File: config.mk
export PLATFORM = sky130hd
export DESIGN_NAME = contact_gated_velocity_smoother_flat
export DESIGN_NICKNAME = d
export VERILOG_FILES = /design/src/rtl/core/cgvs_pkg.sv /design/src/rtl/core/cgvs_if.sv /design/src/rtl/core/cgvs_ctrl.sv /design/src/rtl/core/cgvs_datapath.sv /design/src/rtl/core/contact_gated_velocity_smoother.sv /design/src/flat_wrapper.sv
export SDC_FILE = /design/constraint.sdc
export NUM_CORES = 2
export LEC_CHECK = 0
export ABC_CLOCK_PERIOD_IN_PS = 12300
export BUFFER_PORTS_ARGS = -buffer_cell sky130_fd_sc_hd__buf_2
export CORE_MARGIN = 5
export CORE_UTILIZATION = 55
export CTS_CLUSTER_DIAMETER = 30
export DETAILED_ROUTE_END_ITERATION = 12
export PLACE_DENSITY_LB_ADDON = 0.2
export SLEW_MARGIN = 20
export SYNTH_ARGS = -nofsm -noshare
export SYNTH_HDL_FRONTEND = slang
export SYNTH_SLANG_ARGS = --single-unit
export TNS_END_PERCENT = 50
File: constraint.sdc
create_clock -name clock -period 12.3 [get_ports clock]
set_clock_uncertainty 0.05 [all_clocks]
set_input_delay 0.615 -clock clock [delete_from_list [all_inputs] [get_ports clock]]
set_output_delay 0.615 -clock clock [all_outputs]
set_load 0.05 [all_outputs]
File: src/rtl/core/cgvs_pkg.sv
`default_nettype none

package cgvs_pkg;

   localparam int AXES      = 3;
   localparam int AXIS_W    = $clog2(AXES);
   localparam int DATA_W    = 16;
   localparam int CSR_W     = 16;
   localparam int CSR_IDX_W = 2;
   localparam int FILT_W    = 32;
   localparam int GAIN_W    = 32;

   // One shared signed multiplier: 33 x 17 bits gives a 50-bit product.
   localparam int MUL_A_W  = FILT_W + 1;
   localparam int MUL_B_W  = DATA_W + 1;
   localparam int PROD_W   = MUL_A_W + MUL_B_W;
   localparam int FRND_W   = PROD_W - 16;
   localparam int ORND_W   = PROD_W - 32;

   localparam logic [CSR_W-1:0] ALPHA_RESET   = 16'd65208;
   localparam logic [CSR_W-1:0] VMAX_RESET    = 16'd9830;
   localparam logic [CSR_W-1:0] SCALE_RESET   = 16'd46341;
   localparam logic [CSR_W-1:0] TIMEOUT_RESET = 16'd2000;

   typedef logic signed [DATA_W-1:0] sample_type;
   typedef logic signed [FILT_W-1:0] filt_type;

   typedef enum logic [1:0] {
      CMD_START  = 2'd0,
      CMD_TARGET = 2'd1,
      CMD_TICK   = 2'd2,
      CMD_STOP   = 2'd3
   } cmd_type;

   typedef enum logic [CSR_IDX_W-1:0] {
      CSR_ALPHA   = 2'd0,
      CSR_VMAX    = 2'd1,
      CSR_SCALE   = 2'd2,
      CSR_TIMEOUT = 2'd3
   } csr_index_type;

   typedef enum logic [2:0] {
      MUL_NONE,
      MUL_GAIN,
      MUL_ALPHA_F,
      MUL_GAIN_T,
      MUL_SCALE_F,
      MUL_STOP_F
   } mul_op_type;

   typedef enum logic [3:0] {
      ST_IDLE,
      ST_GAIN,
      ST_AF,
      ST_GT,
      ST_WAIT,
      ST_SF,
      ST_SAF,
      ST_LAST,
      ST_EMIT
   } state_type;

   typedef struct packed {
      logic              accept;
      mul_op_type        mul_op;
      logic [AXIS_W-1:0] axis;
      logic              emit;
   } dp_cmd_type;

   typedef struct packed {
      logic out_busy;
   } dp_status_type;

   typedef struct {
      cmd_type          cmd;
      sample_type       target [AXES];
      logic [AXES-1:0]  contact;
      logic [AXES-1:0]  collision;
      sample_type       desired [AXES];
   } req_word_type;

endpackage

`default_nettype wire

File: src/rtl/core/cgvs_if.sv
`default_nettype none

interface cgvs_req_if;
   logic                     valid;
   logic                     ready;
   cgvs_pkg::cmd_type        cmd;
   logic signed [15:0]       target_x;
   logic signed [15:0]       target_y;
   logic signed [15:0]       target_z;
   logic [2:0]               contact_mask;
   logic [2:0]               collision_mask;
   logic signed [15:0]       desired_x;
   logic signed [15:0]       desired_y;
   logic signed [15:0]       desired_z;

   modport source (
      output valid, cmd, target_x, target_y, target_z, contact_mask, collision_mask,
             desired_x, desired_y, desired_z,
      input  ready
   );
   modport sink (
      input  valid, cmd, target_x, target_y, target_z, contact_mask, collision_mask,
             desired_x, desired_y, desired_z,
      output ready
   );
endinterface

interface cgvs_rsp_if;
   logic               valid;
   logic               ready;
   logic signed [15:0] drive_x;
   logic signed [15:0] drive_y;
   logic signed [15:0] drive_z;

   modport source (
      output valid, drive_x, drive_y, drive_z,
      input  ready
   );
   modport sink (
      input  valid, drive_x, drive_y, drive_z,
      output ready
   );
endinterface

`default_nettype wire

File: src/rtl/core/cgvs_ctrl.sv
`default_nettype none

module cgvs_ctrl (
   input  wire logic                     clock,
   input  wire logic                     reset,
   input  wire logic                     req_valid,
   input  wire cgvs_pkg::cmd_type        req_cmd,
   output logic                          req_ready,
   output cgvs_pkg::dp_cmd_type          dp_cmd,
   input  wire cgvs_pkg::dp_status_type  dp_status
);
   import cgvs_pkg::*;

   state_type         state_ff, state_in;
   logic [AXIS_W-1:0] axis_ff, axis_in;
   logic              last_axis;

   assign last_axis = (axis_ff == AXIS_W'(AXES - 1));

   always_ff @(posedge clock) begin
      if (reset) begin
         state_ff <= ST_IDLE;
         axis_ff  <= '0;
      end else begin
         state_ff <= state_in;
         axis_ff  <= axis_in;
      end
   end

   always_comb begin
      state_in = state_ff;
      axis_in  = axis_ff;
      case (state_ff)
         ST_IDLE: begin
            axis_in = '0;
            if (req_valid) begin
               if (req_cmd == CMD_TICK) begin
                  state_in = ST_GAIN;
               end else if (req_cmd == CMD_STOP) begin
                  state_in = ST_SAF;
               end
            end
         end
         ST_GAIN: state_in = ST_AF;
         ST_AF:   state_in = ST_GT;
         ST_GT:   state_in = ST_WAIT;
         ST_WAIT: state_in = ST_SF;
         ST_SF: begin
            if (last_axis) begin
               state_in = ST_LAST;
            end else begin
               axis_in  = axis_ff + AXIS_W'(1);
               state_in = ST_AF;
            end
         end
         ST_SAF: begin
            if (last_axis) begin
               state_in = ST_LAST;
            end else begin
               axis_in = axis_ff + AXIS_W'(1);
            end
         end
         ST_LAST: state_in = ST_EMIT;
         ST_EMIT: begin
            if (!dp_status.out_busy) begin
               state_in = ST_IDLE;
            end
         end
         default: state_in = ST_IDLE;
      endcase
   end

   always_comb begin
      req_ready     = 1'b0;
      dp_cmd.accept = 1'b0;
      dp_cmd.mul_op = MUL_NONE;
      dp_cmd.axis   = axis_ff;
      dp_cmd.emit   = 1'b0;
      case (state_ff)
         ST_IDLE: begin
            req_ready     = 1'b1;
            dp_cmd.accept = req_valid;
         end
         ST_GAIN: dp_cmd.mul_op = MUL_GAIN;
         ST_AF:   dp_cmd.mul_op = MUL_ALPHA_F;
         ST_GT:   dp_cmd.mul_op = MUL_GAIN_T;
         ST_SF:   dp_cmd.mul_op = MUL_SCALE_F;
         ST_SAF:  dp_cmd.mul_op = MUL_STOP_F;
         ST_EMIT: dp_cmd.emit   = !dp_status.out_busy;
         default: dp_cmd.mul_op = MUL_NONE;
      endcase
   end

`ifndef SYNTH
   a_emit_free: assert property (@(posedge clock) disable iff (reset)
      dp_cmd.emit |-> !dp_status.out_busy)
      else $error("result word loaded while the previous one is still held");

   a_stop_start: assert property (@(posedge clock) disable iff (reset)
      (dp_cmd.accept && req_cmd == CMD_STOP) |=> (state_ff == ST_SAF && axis_ff == '0))
      else $error("stopping tick did not start at the first axis");

   a_axis_range: assert property (@(posedge clock) disable iff (reset)
      (dp_cmd.mul_op != MUL_NONE) |-> (axis_ff < AXIS_W'(AXES)))
      else $error("axis counter out of range");
`endif

endmodule

`default_nettype wire

File: src/rtl/core/cgvs_datapath.sv
`default_nettype none

module cgvs_datapath (
   input  wire logic                              clock,
   input  wire logic                              reset,
   input  wire cgvs_pkg::dp_cmd_type              dp_cmd,
   output cgvs_pkg::dp_status_type                dp_status,
   input  wire cgvs_pkg::req_word_type            req_word,
   input  wire logic                              csr_write_enable,
   input  wire logic [cgvs_pkg::CSR_IDX_W-1:0]    csr_index,
   input  wire logic [cgvs_pkg::CSR_W-1:0]        csr_write_data,
   output logic                                   rsp_valid,
   input  wire logic                              rsp_ready,
   output cgvs_pkg::sample_type                   rsp_drive [cgvs_pkg::AXES]
);
   import cgvs_pkg::*;

   localparam logic [16:0] ALPHA_ONE = 17'h10000;
   localparam logic signed [FRND_W-1:0] FILT_MAX = FRND_W'(2**31 - 1);
   localparam logic signed [FRND_W-1:0] FILT_MIN = -(FRND_W'(2**30) <<< 1);
   localparam logic signed [ORND_W-1:0] OUT_MAX  = ORND_W'(32767);
   localparam logic signed [ORND_W-1:0] OUT_MIN  = -ORND_W'(32768);
   localparam logic signed [PROD_W-1:0] RND_F    = PROD_W'(1) <<< 15;
   localparam logic signed [PROD_W-1:0] RND_O    = PROD_W'(1) <<< 31;
   localparam logic signed [FILT_W:0]   RND_S    = (FILT_W + 1)'(1) <<< 15;

   function automatic filt_type sat_filt(input logic signed [FRND_W-1:0] v);
      filt_type r;
      if (v > FILT_MAX) begin
         r = {1'b0, {(FILT_W-1){1'b1}}};
      end else if (v < FILT_MIN) begin
         r = {1'b1, {(FILT_W-1){1'b0}}};
      end else begin
         r = v[FILT_W-1:0];
      end
      return r;
   endfunction

   function automatic sample_type sat_out(input logic signed [ORND_W-1:0] v);
      sample_type r;
      if (v > OUT_MAX) begin
         r = {1'b0, {(DATA_W-1){1'b1}}};
      end else if (v < OUT_MIN) begin
         r = {1'b1, {(DATA_W-1){1'b0}}};
      end else begin
         r = v[DATA_W-1:0];
      end
      return r;
   endfunction

   // Configuration.
   logic [CSR_W-1:0] alpha_ff, vmax_ff, scale_ff, timeout_ff;

   // Block state.
   sample_type        target_ff [AXES];
   filt_type          filt_ff [AXES];
   sample_type        cause_ff [AXES];
   logic              prev_contact_ff;
   logic [DATA_W-1:0] ticks_ff;

   // Per-tick working registers.
   logic [AXES-1:0]             contact_ff;
   logic                        collision_ff;
   logic [GAIN_W-1:0]           gain_ff;
   logic signed [PROD_W-1:0]    acc_ff;
   logic signed [PROD_W-1:0]    prod_ff;
   mul_op_type                  tag_ff;
   logic [AXIS_W-1:0]           tag_axis_ff;
   sample_type                  out_ff [AXES];
   sample_type                  drive_ff [AXES];
   logic                        rsp_valid_ff;

   logic [16:0]                 one_minus_alpha;
   sample_type                  t_sel, t_eff, c_sel;
   filt_type                    f_sel;
   logic signed [MUL_A_W-1:0]   mul_a;
   logic signed [MUL_B_W-1:0]   mul_b;
   logic signed [PROD_W-1:0]    mul_p;
   logic signed [PROD_W-1:0]    fsum, ssum, csum;
   filt_type                    f_tick, f_stop;
   logic signed [FILT_W:0]      osum;
   sample_type                  o_stop, o_tick;
   logic [DATA_W-1:0]           ticks_in;
   logic                        any_contact;

   assign one_minus_alpha = ALPHA_ONE - {1'b0, alpha_ff};

   // An axis in contact drops its target when target and latched cause agree in sign.
   always_comb begin
      t_sel = target_ff[dp_cmd.axis];
      c_sel = cause_ff[dp_cmd.axis];
      f_sel = filt_ff[dp_cmd.axis];
      t_eff = t_sel;
      if (contact_ff[dp_cmd.axis] &&
          ((t_sel > 0 && c_sel > 0) || (t_sel < 0 && c_sel < 0))) begin
         t_eff = '0;
      end
   end

   always_comb begin
      mul_a = '0;
      mul_b = '0;
      case (dp_cmd.mul_op)
         MUL_GAIN: begin
            mul_a = {{(MUL_A_W-17){1'b0}}, one_minus_alpha};
            mul_b = {1'b0, vmax_ff};
         end
         MUL_ALPHA_F, MUL_STOP_F: begin
            mul_a = {f_sel[FILT_W-1], f_sel};
            mul_b = {1'b0, alpha_ff};
         end
         MUL_GAIN_T: begin
            mul_a = {1'b0, gain_ff};
            mul_b = {t_eff[DATA_W-1], t_eff};
         end
         MUL_SCALE_F: begin
            mul_a = {f_sel[FILT_W-1], f_sel};
            mul_b = {1'b0, scale_ff};
         end
         default: begin
            mul_a = '0;
            mul_b = '0;
         end
      endcase
   end

   assign mul_p = mul_a * mul_b;

   // Writeback arithmetic on the registered product, all round half up.
   always_comb begin
      fsum   = acc_ff + prod_ff + RND_F;
      f_tick = sat_filt(fsum[PROD_W-1:16]);
      ssum   = prod_ff + RND_F;
      f_stop = sat_filt(ssum[PROD_W-1:16]);
      osum   = {f_stop[FILT_W-1], f_stop} + RND_S;
      o_stop = sat_out({osum[FILT_W], osum[FILT_W:16]});
      csum   = prod_ff + RND_O;
      o_tick = collision_ff ? '0 : sat_out(csum[PROD_W-1:32]);
   end

   assign ticks_in    = (ticks_ff == {DATA_W{1'b1}}) ? ticks_ff : ticks_ff + DATA_W'(1);
   assign any_contact = |req_word.contact;

   always_ff @(posedge clock) begin
      if (reset) begin
         alpha_ff   <= ALPHA_RESET;
         vmax_ff    <= VMAX_RESET;
         scale_ff   <= SCALE_RESET;
         timeout_ff <= TIMEOUT_RESET;
      end else if (csr_write_enable) begin
         case (csr_index_type'(csr_index))
            CSR_ALPHA:   alpha_ff   <= csr_write_data;
            CSR_VMAX:    vmax_ff    <= csr_write_data;
            CSR_SCALE:   scale_ff   <= csr_write_data;
            CSR_TIMEOUT: timeout_ff <= csr_write_data;
            default:     alpha_ff   <= alpha_ff;
         endcase
      end
   end

   always_ff @(posedge clock) begin
      if (reset) begin
         for (int a = 0; a < AXES; a++) begin
            target_ff[a] <= '0;
            cause_ff[a]  <= '0;
         end
         prev_contact_ff <= 1'b0;
         ticks_ff        <= '0;
      end else if (dp_cmd.accept) begin
         if (req_word.cmd == CMD_TARGET) begin
            for (int a = 0; a < AXES; a++) begin
               target_ff[a] <= req_word.target[a];
            end
            ticks_ff <= '0;
         end else if (req_word.cmd == CMD_TICK) begin
            ticks_ff <= ticks_in;
            if (ticks_in > timeout_ff) begin
               for (int a = 0; a < AXES; a++) begin
                  target_ff[a] <= '0;
               end
            end
            if (!prev_contact_ff && any_contact) begin
               for (int a = 0; a < AXES; a++) begin
                  cause_ff[a] <= req_word.desired[a];
               end
            end
            prev_contact_ff <= any_contact;
         end
      end
   end

   always_ff @(posedge clock) begin
      if (dp_cmd.accept && req_word.cmd == CMD_TICK) begin
         contact_ff   <= req_word.contact;
         collision_ff <= |req_word.collision;
      end
   end

   always_ff @(posedge clock) begin
      if (reset) begin
         for (int a = 0; a < AXES; a++) begin
            filt_ff[a] <= '0;
         end
      end else if (dp_cmd.accept && req_word.cmd == CMD_START) begin
         for (int a = 0; a < AXES; a++) begin
            filt_ff[a] <= '0;
         end
      end else if (tag_ff == MUL_GAIN_T) begin
         filt_ff[tag_axis_ff] <= f_tick;
      end else if (tag_ff == MUL_STOP_F) begin
         filt_ff[tag_axis_ff] <= f_stop;
      end
   end

   always_ff @(posedge clock) begin
      if (reset) begin
         tag_ff <= MUL_NONE;
      end else begin
         tag_ff <= dp_cmd.mul_op;
      end
   end

   always_ff @(posedge clock) begin
      prod_ff     <= mul_p;
      tag_axis_ff <= dp_cmd.axis;
      case (tag_ff)
         MUL_GAIN:    gain_ff <= prod_ff[GAIN_W:1];
         MUL_ALPHA_F: acc_ff  <= prod_ff;
         MUL_SCALE_F: out_ff[tag_axis_ff] <= o_tick;
         MUL_STOP_F:  out_ff[tag_axis_ff] <= o_stop;
         default:     acc_ff  <= acc_ff;
      endcase
   end

   // Output register: the finished word waits here while the next item is taken.
   always_ff @(posedge clock) begin
      if (reset) begin
         rsp_valid_ff <= 1'b0;
      end else if (dp_cmd.emit) begin
         rsp_valid_ff <= 1'b1;
      end else if (rsp_ready) begin
         rsp_valid_ff <= 1'b0;
      end
   end

   always_ff @(posedge clock) begin
      if (dp_cmd.emit) begin
         for (int a = 0; a < AXES; a++) begin
            drive_ff[a] <= out_ff[a];
         end
      end
   end

   assign dp_status.out_busy = rsp_valid_ff && !rsp_ready;
   assign rsp_valid          = rsp_valid_ff;
   assign rsp_drive          = drive_ff;

endmodule

`default_nettype wire

File: src/rtl/core/contact_gated_velocity_smoother.sv
// Start and set-target words are taken while idle and give no result.
// A control tick runs on one shared 33x17 multiplier (gain, then
// alpha*f, gain*t and scale*f per axis); a stopping tick runs one alpha*f
// per axis. A new word is taken only after the last result is registered.
// Synchronous active-high reset restores the register defaults and clears
// targets, filter state, contact latch and tick counter.
`default_nettype none

module contact_gated_velocity_smoother (
   input  wire logic                            clock,
   input  wire logic                            reset,
   cgvs_req_if.sink                             req_chan,
   cgvs_rsp_if.source                           rsp_chan,
   input  wire logic                            csr_write_enable,
   input  wire logic [cgvs_pkg::CSR_IDX_W-1:0]  csr_index,
   input  wire logic [cgvs_pkg::CSR_W-1:0]      csr_write_data
);
   import cgvs_pkg::*;

   dp_cmd_type    dp_cmd;
   dp_status_type dp_status;
   req_word_type  req_word;
   sample_type    rsp_drive [AXES];
   logic          req_ready;
   logic          rsp_valid;

   always_comb begin
      req_word.cmd        = req_chan.cmd;
      req_word.target[0]  = req_chan.target_x;
      req_word.target[1]  = req_chan.target_y;
      req_word.target[2]  = req_chan.target_z;
      req_word.contact    = req_chan.contact_mask;
      req_word.collision  = req_chan.collision_mask;
      req_word.desired[0] = req_chan.desired_x;
      req_word.desired[1] = req_chan.desired_y;
      req_word.desired[2] = req_chan.desired_z;
   end

   cgvs_ctrl u_ctrl (
      .clock     (clock),
      .reset     (reset),
      .req_valid (req_chan.valid),
      .req_cmd   (req_chan.cmd),
      .req_ready (req_ready),
      .dp_cmd    (dp_cmd),
      .dp_status (dp_status)
   );

   cgvs_datapath u_datapath (
      .clock            (clock),
      .reset            (reset),
      .dp_cmd           (dp_cmd),
      .dp_status        (dp_status),
      .req_word         (req_word),
      .csr_write_enable (csr_write_enable),
      .csr_index        (csr_index),
      .csr_write_data   (csr_write_data),
      .rsp_valid        (rsp_valid),
      .rsp_ready        (rsp_chan.ready),
      .rsp_drive        (rsp_drive)
   );

   assign req_chan.ready   = req_ready;
   assign rsp_chan.valid   = rsp_valid;
   assign rsp_chan.drive_x = rsp_drive[0];
   assign rsp_chan.drive_y = rsp_drive[1];
   assign rsp_chan.drive_z = rsp_drive[2];

endmodule

`default_nettype wire
File: src/flat_wrapper.sv
// flat-port wrapper written by rule: the top's interface ports become plain ports
module contact_gated_velocity_smoother_flat import cgvs_pkg::*;
  (clock, reset, csr_write_enable, csr_index, csr_write_data, req_chan_valid, req_chan_cmd, req_chan_target_x, req_chan_target_y, req_chan_target_z, req_chan_contact_mask, req_chan_collision_mask, req_chan_desired_x, req_chan_desired_y, req_chan_desired_z, req_chan_ready, rsp_chan_valid, rsp_chan_drive_x, rsp_chan_drive_y, rsp_chan_drive_z, rsp_chan_ready);
  cgvs_req_if req_chan_i ();
  cgvs_rsp_if rsp_chan_i ();
  input  wire logic clock;
  input  wire logic reset;
  input  wire logic csr_write_enable;
  input  wire logic [cgvs_pkg::CSR_IDX_W-1:0] csr_index;
  input  wire logic [cgvs_pkg::CSR_W-1:0] csr_write_data;
  input wire logic [$bits(req_chan_i.valid)-1:0] req_chan_valid;
  input wire logic [$bits(req_chan_i.cmd)-1:0] req_chan_cmd;
  input wire logic [$bits(req_chan_i.target_x)-1:0] req_chan_target_x;
  input wire logic [$bits(req_chan_i.target_y)-1:0] req_chan_target_y;
  input wire logic [$bits(req_chan_i.target_z)-1:0] req_chan_target_z;
  input wire logic [$bits(req_chan_i.contact_mask)-1:0] req_chan_contact_mask;
  input wire logic [$bits(req_chan_i.collision_mask)-1:0] req_chan_collision_mask;
  input wire logic [$bits(req_chan_i.desired_x)-1:0] req_chan_desired_x;
  input wire logic [$bits(req_chan_i.desired_y)-1:0] req_chan_desired_y;
  input wire logic [$bits(req_chan_i.desired_z)-1:0] req_chan_desired_z;
  output wire logic [$bits(req_chan_i.ready)-1:0] req_chan_ready;
  output wire logic [$bits(rsp_chan_i.valid)-1:0] rsp_chan_valid;
  output wire logic [$bits(rsp_chan_i.drive_x)-1:0] rsp_chan_drive_x;
  output wire logic [$bits(rsp_chan_i.drive_y)-1:0] rsp_chan_drive_y;
  output wire logic [$bits(rsp_chan_i.drive_z)-1:0] rsp_chan_drive_z;
  input wire logic [$bits(rsp_chan_i.ready)-1:0] rsp_chan_ready;
  assign req_chan_i.valid = req_chan_valid;
  assign req_chan_i.cmd = req_chan_cmd;
  assign req_chan_i.target_x = req_chan_target_x;
  assign req_chan_i.target_y = req_chan_target_y;
  assign req_chan_i.target_z = req_chan_target_z;
  assign req_chan_i.contact_mask = req_chan_contact_mask;
  assign req_chan_i.collision_mask = req_chan_collision_mask;
  assign req_chan_i.desired_x = req_chan_desired_x;
  assign req_chan_i.desired_y = req_chan_desired_y;
  assign req_chan_i.desired_z = req_chan_desired_z;
  assign req_chan_ready = req_chan_i.ready;
  assign rsp_chan_valid = rsp_chan_i.valid;
  assign rsp_chan_drive_x = rsp_chan_i.drive_x;
  assign rsp_chan_drive_y = rsp_chan_i.drive_y;
  assign rsp_chan_drive_z = rsp_chan_i.drive_z;
  assign rsp_chan_i.ready = rsp_chan_ready;
  contact_gated_velocity_smoother u_core (.clock(clock), .reset(reset), .req_chan(req_chan_i), .rsp_chan(rsp_chan_i), .csr_write_enable(csr_write_enable), .csr_index(csr_index), .csr_write_data(csr_write_data));
endmodule
# Word level (Yosys, flattened, before mapping)
# Memories as Yosys holds them, arrays and structs flattened. A register that Yosys moved wholly into a read port is not among the register bits.
# Index checks and enable logic that the tools add are counted.
# totals
regBits	229
mem_bits_rw	240
inputBits	127
out_inout_bits	50
word_cells	208
n_memories	4
# mem_list
name	depth	width	read_ports	rd_clocked_by_memory_dff	wr	line_no	text
u_core.u_datapath.filt_ff	3	32	1	1	3	cgvs_datapath.sv:56	filt_type filt_ff [AXES];
u_core.u_datapath.cause_ff	3	16	1	1	3	cgvs_datapath.sv:57	sample_type cause_ff [AXES];
u_core.u_datapath.out_ff	3	16	3	3	1	cgvs_datapath.sv:69	sample_type out_ff [AXES];
u_core.u_datapath.target_ff	3	16	1	1	3	cgvs_datapath.sv:55	sample_type target_ff [AXES];
# op_classes
n_addsub	8
multipliers	1
n_lt_le_gt_ge	14
n_eq_ne	31
muxes	88
bitwise_logic	15
n_reduce_logical	31
# op_table
op	count
two-way mux 16 bit	19
two-way mux 32 bit	9
adder 50 x 17 -> 50 bit (second input constant)	2
one-hot mux 33 bit (3 select lines)	1
> comparator 34 x 32 -> 1 bit (second input constant)	2
less-than comparator 34 x 32 -> 1 bit (second input constant)	2
one-hot mux 17 bit (4 select lines)	1
adder 50 x 33 -> 50 bit (second input constant)	1
adder 50 bit	1
multiplier 33 x 17 -> 50 bit	1
two-way mux 1 bit	40
one-hot mux 4 bit (9 select lines)	1
adder 32 x 17 -> 33 bit (second input constant)	1
> comparator 16 x 1 -> 1 bit (second input constant)	2
less-than comparator 16 x 1 -> 1 bit (second input constant)	2
OR reduction 32 bit	1
two-way mux 4 bit	5
> comparator 18 x 16 -> 1 bit (second input constant)	1
less-than comparator 18 x 16 -> 1 bit (second input constant)	1
> comparator 17 x 16 -> 1 bit (second input constant)	1
less-than comparator 17 x 16 -> 1 bit (second input constant)	1
subtractor 17 x 16 -> 17 bit (first input constant)	1
adder 16 x 1 -> 16 bit (second input constant)	1
== test 16 bit (second input constant)	1
other kinds (32)	90

# Depth between registers and ports, before layout
# logic_depth
ltp_word	10
ltp_mapped	35
mapped_depth_nobuf	33

# Cells and area by module
# From an unflattened synthesis, not the netlist that was laid out.
# hier_totals
cells_unflattened	4641
area_unflattened_um2	46349.5
# modules_own_cells
module	instances	cells_per_inst	area_each_um2
cgvs_datapath	1	4588	45867.7
cgvs_ctrl	1	53	481.7

# Worst setup path before layout
# OpenSTA, ideal clock, no wires.
# synth_timing
path_type	register to register
from	register with a tool-made name
to	register u_core.u_datapath.prod_ff[45]
setup_time_ns	0.127
arrival_time_ns	8.360
required_time_ns	12.123
setup_slack_ns	3.764
stages_incl_launch_ff	33
n_path_buf	3
synth_period_minus_slack_ns	8.536
cell_sequence	dfxtp_1 > buf_2 > mux2i_1 > nor2_1 > a21oi_1 > nand3_1 > o32a_1 > o21ai_1 > clkbuf_1 > o2111a_1 > clkbuf_1 > nor2_1 > fa_1 > inv_1 > fa_1 > fa_1 > inv_1 > fa_1 > fa_1 > inv_1 > fa_1 > inv_1 > ha_1 > a21o_1 > a21o_1 > a21oi_1 > o21ai_0 > a221o_1 > o311ai_0 > o21ai_0 > a21boi_0 > o21ai_0 > xor2_1
# synth_rtl
item	line_no	text
end signal, assigned	cgvs_datapath.sv:224	prod_ff <= mul_p;
end, declared	cgvs_datapath.sv:66	logic signed [PROD_W-1:0] prod_ff;

==> flow_metrics.tcl <==
set metrics [dict create \
    status "completed" \
    synth_seq_cells 551 \
    syn-num-nets 5519 \
    fin_crit_ns 10.78 \
    cts.clk_slew.worst_paths_ns 0.06 \
    fin_crit_sh_pct 87.7 \
    p_total_mw 10.5 \
    htreeDepth 3 \
    peakVddDrop_mv 0.135 \
    ys.flop_type "edfxtp_1" \
    avgSynthCellArea_um2 10.0 \
    path_common_cell "fa_1" \
    track_usage_pct 30.7 \
    vias 35500 \
    ant_nets 0 \
    grt_pass1_vias 35600 \
    synth-seq-area-share_pct 32.6 \
    final_cells 5903 \
    crit_arrival_ns 11.33 \
    r2r_slack_ns 1.52 \
    path_max_fanout 32 \
    slowest_delay_ns 0.98 \
    gp_congestion 0.977 \
    p_leak_nw 22.9 \
    root_buffer "clkbuf_16" \
    finalSetupTns_ns 0 \
    synth_top_family_by_area "adder cells" \
    nets 5641 \
    finalSetupViolations 0 \
    die_w_um 300 \
    p_int_mw 5.73 \
    synthSimpleGateAreaFrac_pct 15.3 \
    post-cts-setup-buffers 0 \
    yosys_warnings 0 \
    hold_viol 0 \
    post_drt_wl_per_cell_um 23.6 \
    cts_made_buffers 94 \
    grt_first_pass_wirelength_mm 212 \
    io_buffer_count 176 \
    power_frac_comb_pct 50.3 \
    synth_xor_xnor_area_share_pct 2.95 \
    initial_core_util_pct 55.4 \
    drive_gt1_share_pct 11.3 \
    hold_ws_ns 0.107 \
    endpoint_kind "flip-flop" \
    max_cap_violations 0 \
    drcViolationCount 0 \
    floorplan.rows 106 \
    cts_sinks 551 \
    critPathKind "flip-flop to flip-flop" \
    fmax_mhz 92.7 \
    syn_to_final_growth_pct 11.6 \
    cts_resized 0 \
    io_pins 177 \
    switching_share_pct 45.4 \
    antenna_found_initial 6 \
    hp-class "input pin to flip-flop" \
    async_flop_share_pct 0 \
    required_ns 12.85 \
    finalWirelength_mm 139 \
    slew_headroom_pct 24.9 \
    first_pass_iters 6 \
    syn-cell-area_um2 46300 \
    muxShareOfSynthArea_pct 2.04 \
    synth_edf_count 406 \
    grt.overflow.total 0 \
    dp.cells 5723 \
    switchingPower_mw 4.75 \
    postCtsHoldBufs 0 \
    timing.final.ws_setup_ns 1.52 \
    rsz0062_at_grt "no" \
    start_kind "flip-flop" \
    placeableCoreArea_um2 83600 \
    p_seq_share_pct 23.9 \
    drt_iter0_markers 3668 \
    clockPowerShare_pct 25.7 \
    ys_types 101 \
    die-area_um2 90100 \
    insertion_delay_ns 0.66 \
    cts_tree "done" \
    die_y_um 300 \
    cts_buffer_depth 3 \
    max_slew.worst_pin.slew_ns 1.13 \
    synthAdderAreaFrac_pct 29.6 \
    timing.final.max_slew_violations 0 \
    synthCells 4618 \
    grt_start_max_net_pins 58 \
    post-dp-hpwl_mm 106 \
    slowest_stage "and2_1" \
    pre_cts_ws_ns 1.74 \
    synth_compound_area_share_pct 10.7 \
    via_per_inst 6.01 \
    power_density_nw_per_um2 203 \
]
-- cells by family after synthesis --
logic type / Yosys count
adders and majority gates: 774
muxes: 70
buffers and inverters: 827
DFF: 551
xor gates and xnor gates: 155
and+or+nand+nor: 1494
AOI/OAI and AO/OA: 747
-- cell usage after synthesis, types with 49 or more instances --
master    number  share of area (%)
nand4_1       49               0.66
ha_1         238                6.4
o21ai_0       87               0.94
a21oi_1      203                2.2
clkbuf_1     159                1.3
nand3_1       61               0.66
dfxtp_1      145                6.3
xnor2_1      100                1.9
inv_1        606                4.9
nand2_1      433                3.5
a21o_1        63                1.0
xor2_1        54                1.0
and2_1       153                2.1
fa_1         536                 23
edfxtp_1     406                 26
nor2_1       504                4.1
o22ai_1      122                1.6
-- layout make-up --
| class | count | area [µm²] |
|---|---|---|
| fill | 6929 | 31900 |
| multi-input combinational | 3240 | 28200 |
| sequential | 551 | 15100 |
| clock buffer | 105 | 2510 |
| inverter | 607 | 2280 |
| timing repair buffer | 246 | 1420 |
| tap | 1080 | 1350 |
| clock inverter | 72 | 832 |
| antenna | 2 | 5.00 |
-- sequential cells by signal, summed over array words and instances, names as in the netlist, 16 cells and up, named ones only --
name	count
u_core.u_datapath.alpha_ff	16
u_core.u_datapath.vmax_ff	16
rsp_chan_drive_z	16
u_core.u_datapath.gain_ff	32
u_core.u_datapath.timeout_ff	16
u_core.u_datapath.out_ff	48
u_core.u_datapath.target_ff	48
u_core.u_datapath.ticks_ff	16
u_core.u_datapath.cause_ff	48
rsp_chan_drive_x	16
u_core.u_datapath.filt_ff	128
u_core.u_datapath.prod_ff	50
u_core.u_datapath.acc_ff	50
rsp_chan_drive_y	16
u_core.u_datapath.scale_ff	16
-- power groups by stage --
stage	Sequential, mW	Clock (mW)	Combinational (mW)
floorplan	2.42	0	3.66
global placement	2.53	0	5.15
detailed placement	2.53	0	5.19
CTS	2.50	2.73	5.25
global route	2.52	2.82	5.81
finish	2.51	2.70	5.27
-- routing by layer --
| layer | vias up | wire length (µm) | track usage [%] |
|---|---|---|---|
| li1 | 15800 | - | - |
| met1 | 17700 | 56200 | 41.7 |
| met2 | 1659 | 62100 | 47.7 |
| met3 | 364 | 13600 | 7.59 |
| met4 | 6 | 7040 | 12.9 |
| met5 | - | 34 | 0 |
-- critical path: cells and delay by family (launching register included) --
family | cells | cell delay (ns)
fa+ha+maj | 7 | 3.58
compound gates | 10 | 2.95
buf+inv | 4 | 0.90
xor+xnor | 1 | 0.15
mux | 1 | 0.16
flops | 1 | 0.40
simple gates | 8 | 2.47
-- through the flow --
| step | utilization, % | area, µm² |
|---|---|---|
| 6_report | 61.9 | 51700 |
| 5_1_grt | 61.9 | 51700 |
| 4_1_cts | 61.8 | 51700 |
| 3_5_place_dp | 57.8 | 48300 |
| 3_3_place_gp | 57.8 | 48300 |
| 2_1_floorplan | - | 46300 |
-- path summary, 6_finish.rpt --
path	end	cells after the start	from
min reg2reg	u_core.u_datapath.tag_axis_ff[1]	0	u_core.u_ctrl.axis_ff[1]
max	u_core.u_datapath.prod_ff[48]	31	flip-flop
min	u_core.u_datapath.contact_ff[1]	1	req_chan_contact_mask[1]
max reg2reg	u_core.u_datapath.prod_ff[48]	31	flip-flop
-- cell usage in the layout, fill, tap and decap left out, types with 30 or more instances in the layout --
master,Yosys,final
xnor2_1,100,100
edfxtp_1,406,406
ha_1,238,238
buf_4,0,69
nand3_1,61,59
dfxtp_1,145,143
o22ai_1,122,122
a21o_1,63,63
o21ai_0,87,86
inv_1,606,606
a21oi_1,203,203
buf_2,43,176
mux2i_1,36,36
and2_1,153,153
nor3_1,39,35
nand4_1,49,49
nand2b_1,46,44
fa_1,536,536
xor2_1,54,54
and3_1,30,30
o21a_1,37,37
clkbuf_16,0,98
nand2_1,433,432
nor2_1,504,499
No activity file was read; power rests on OpenSTA's default activity.
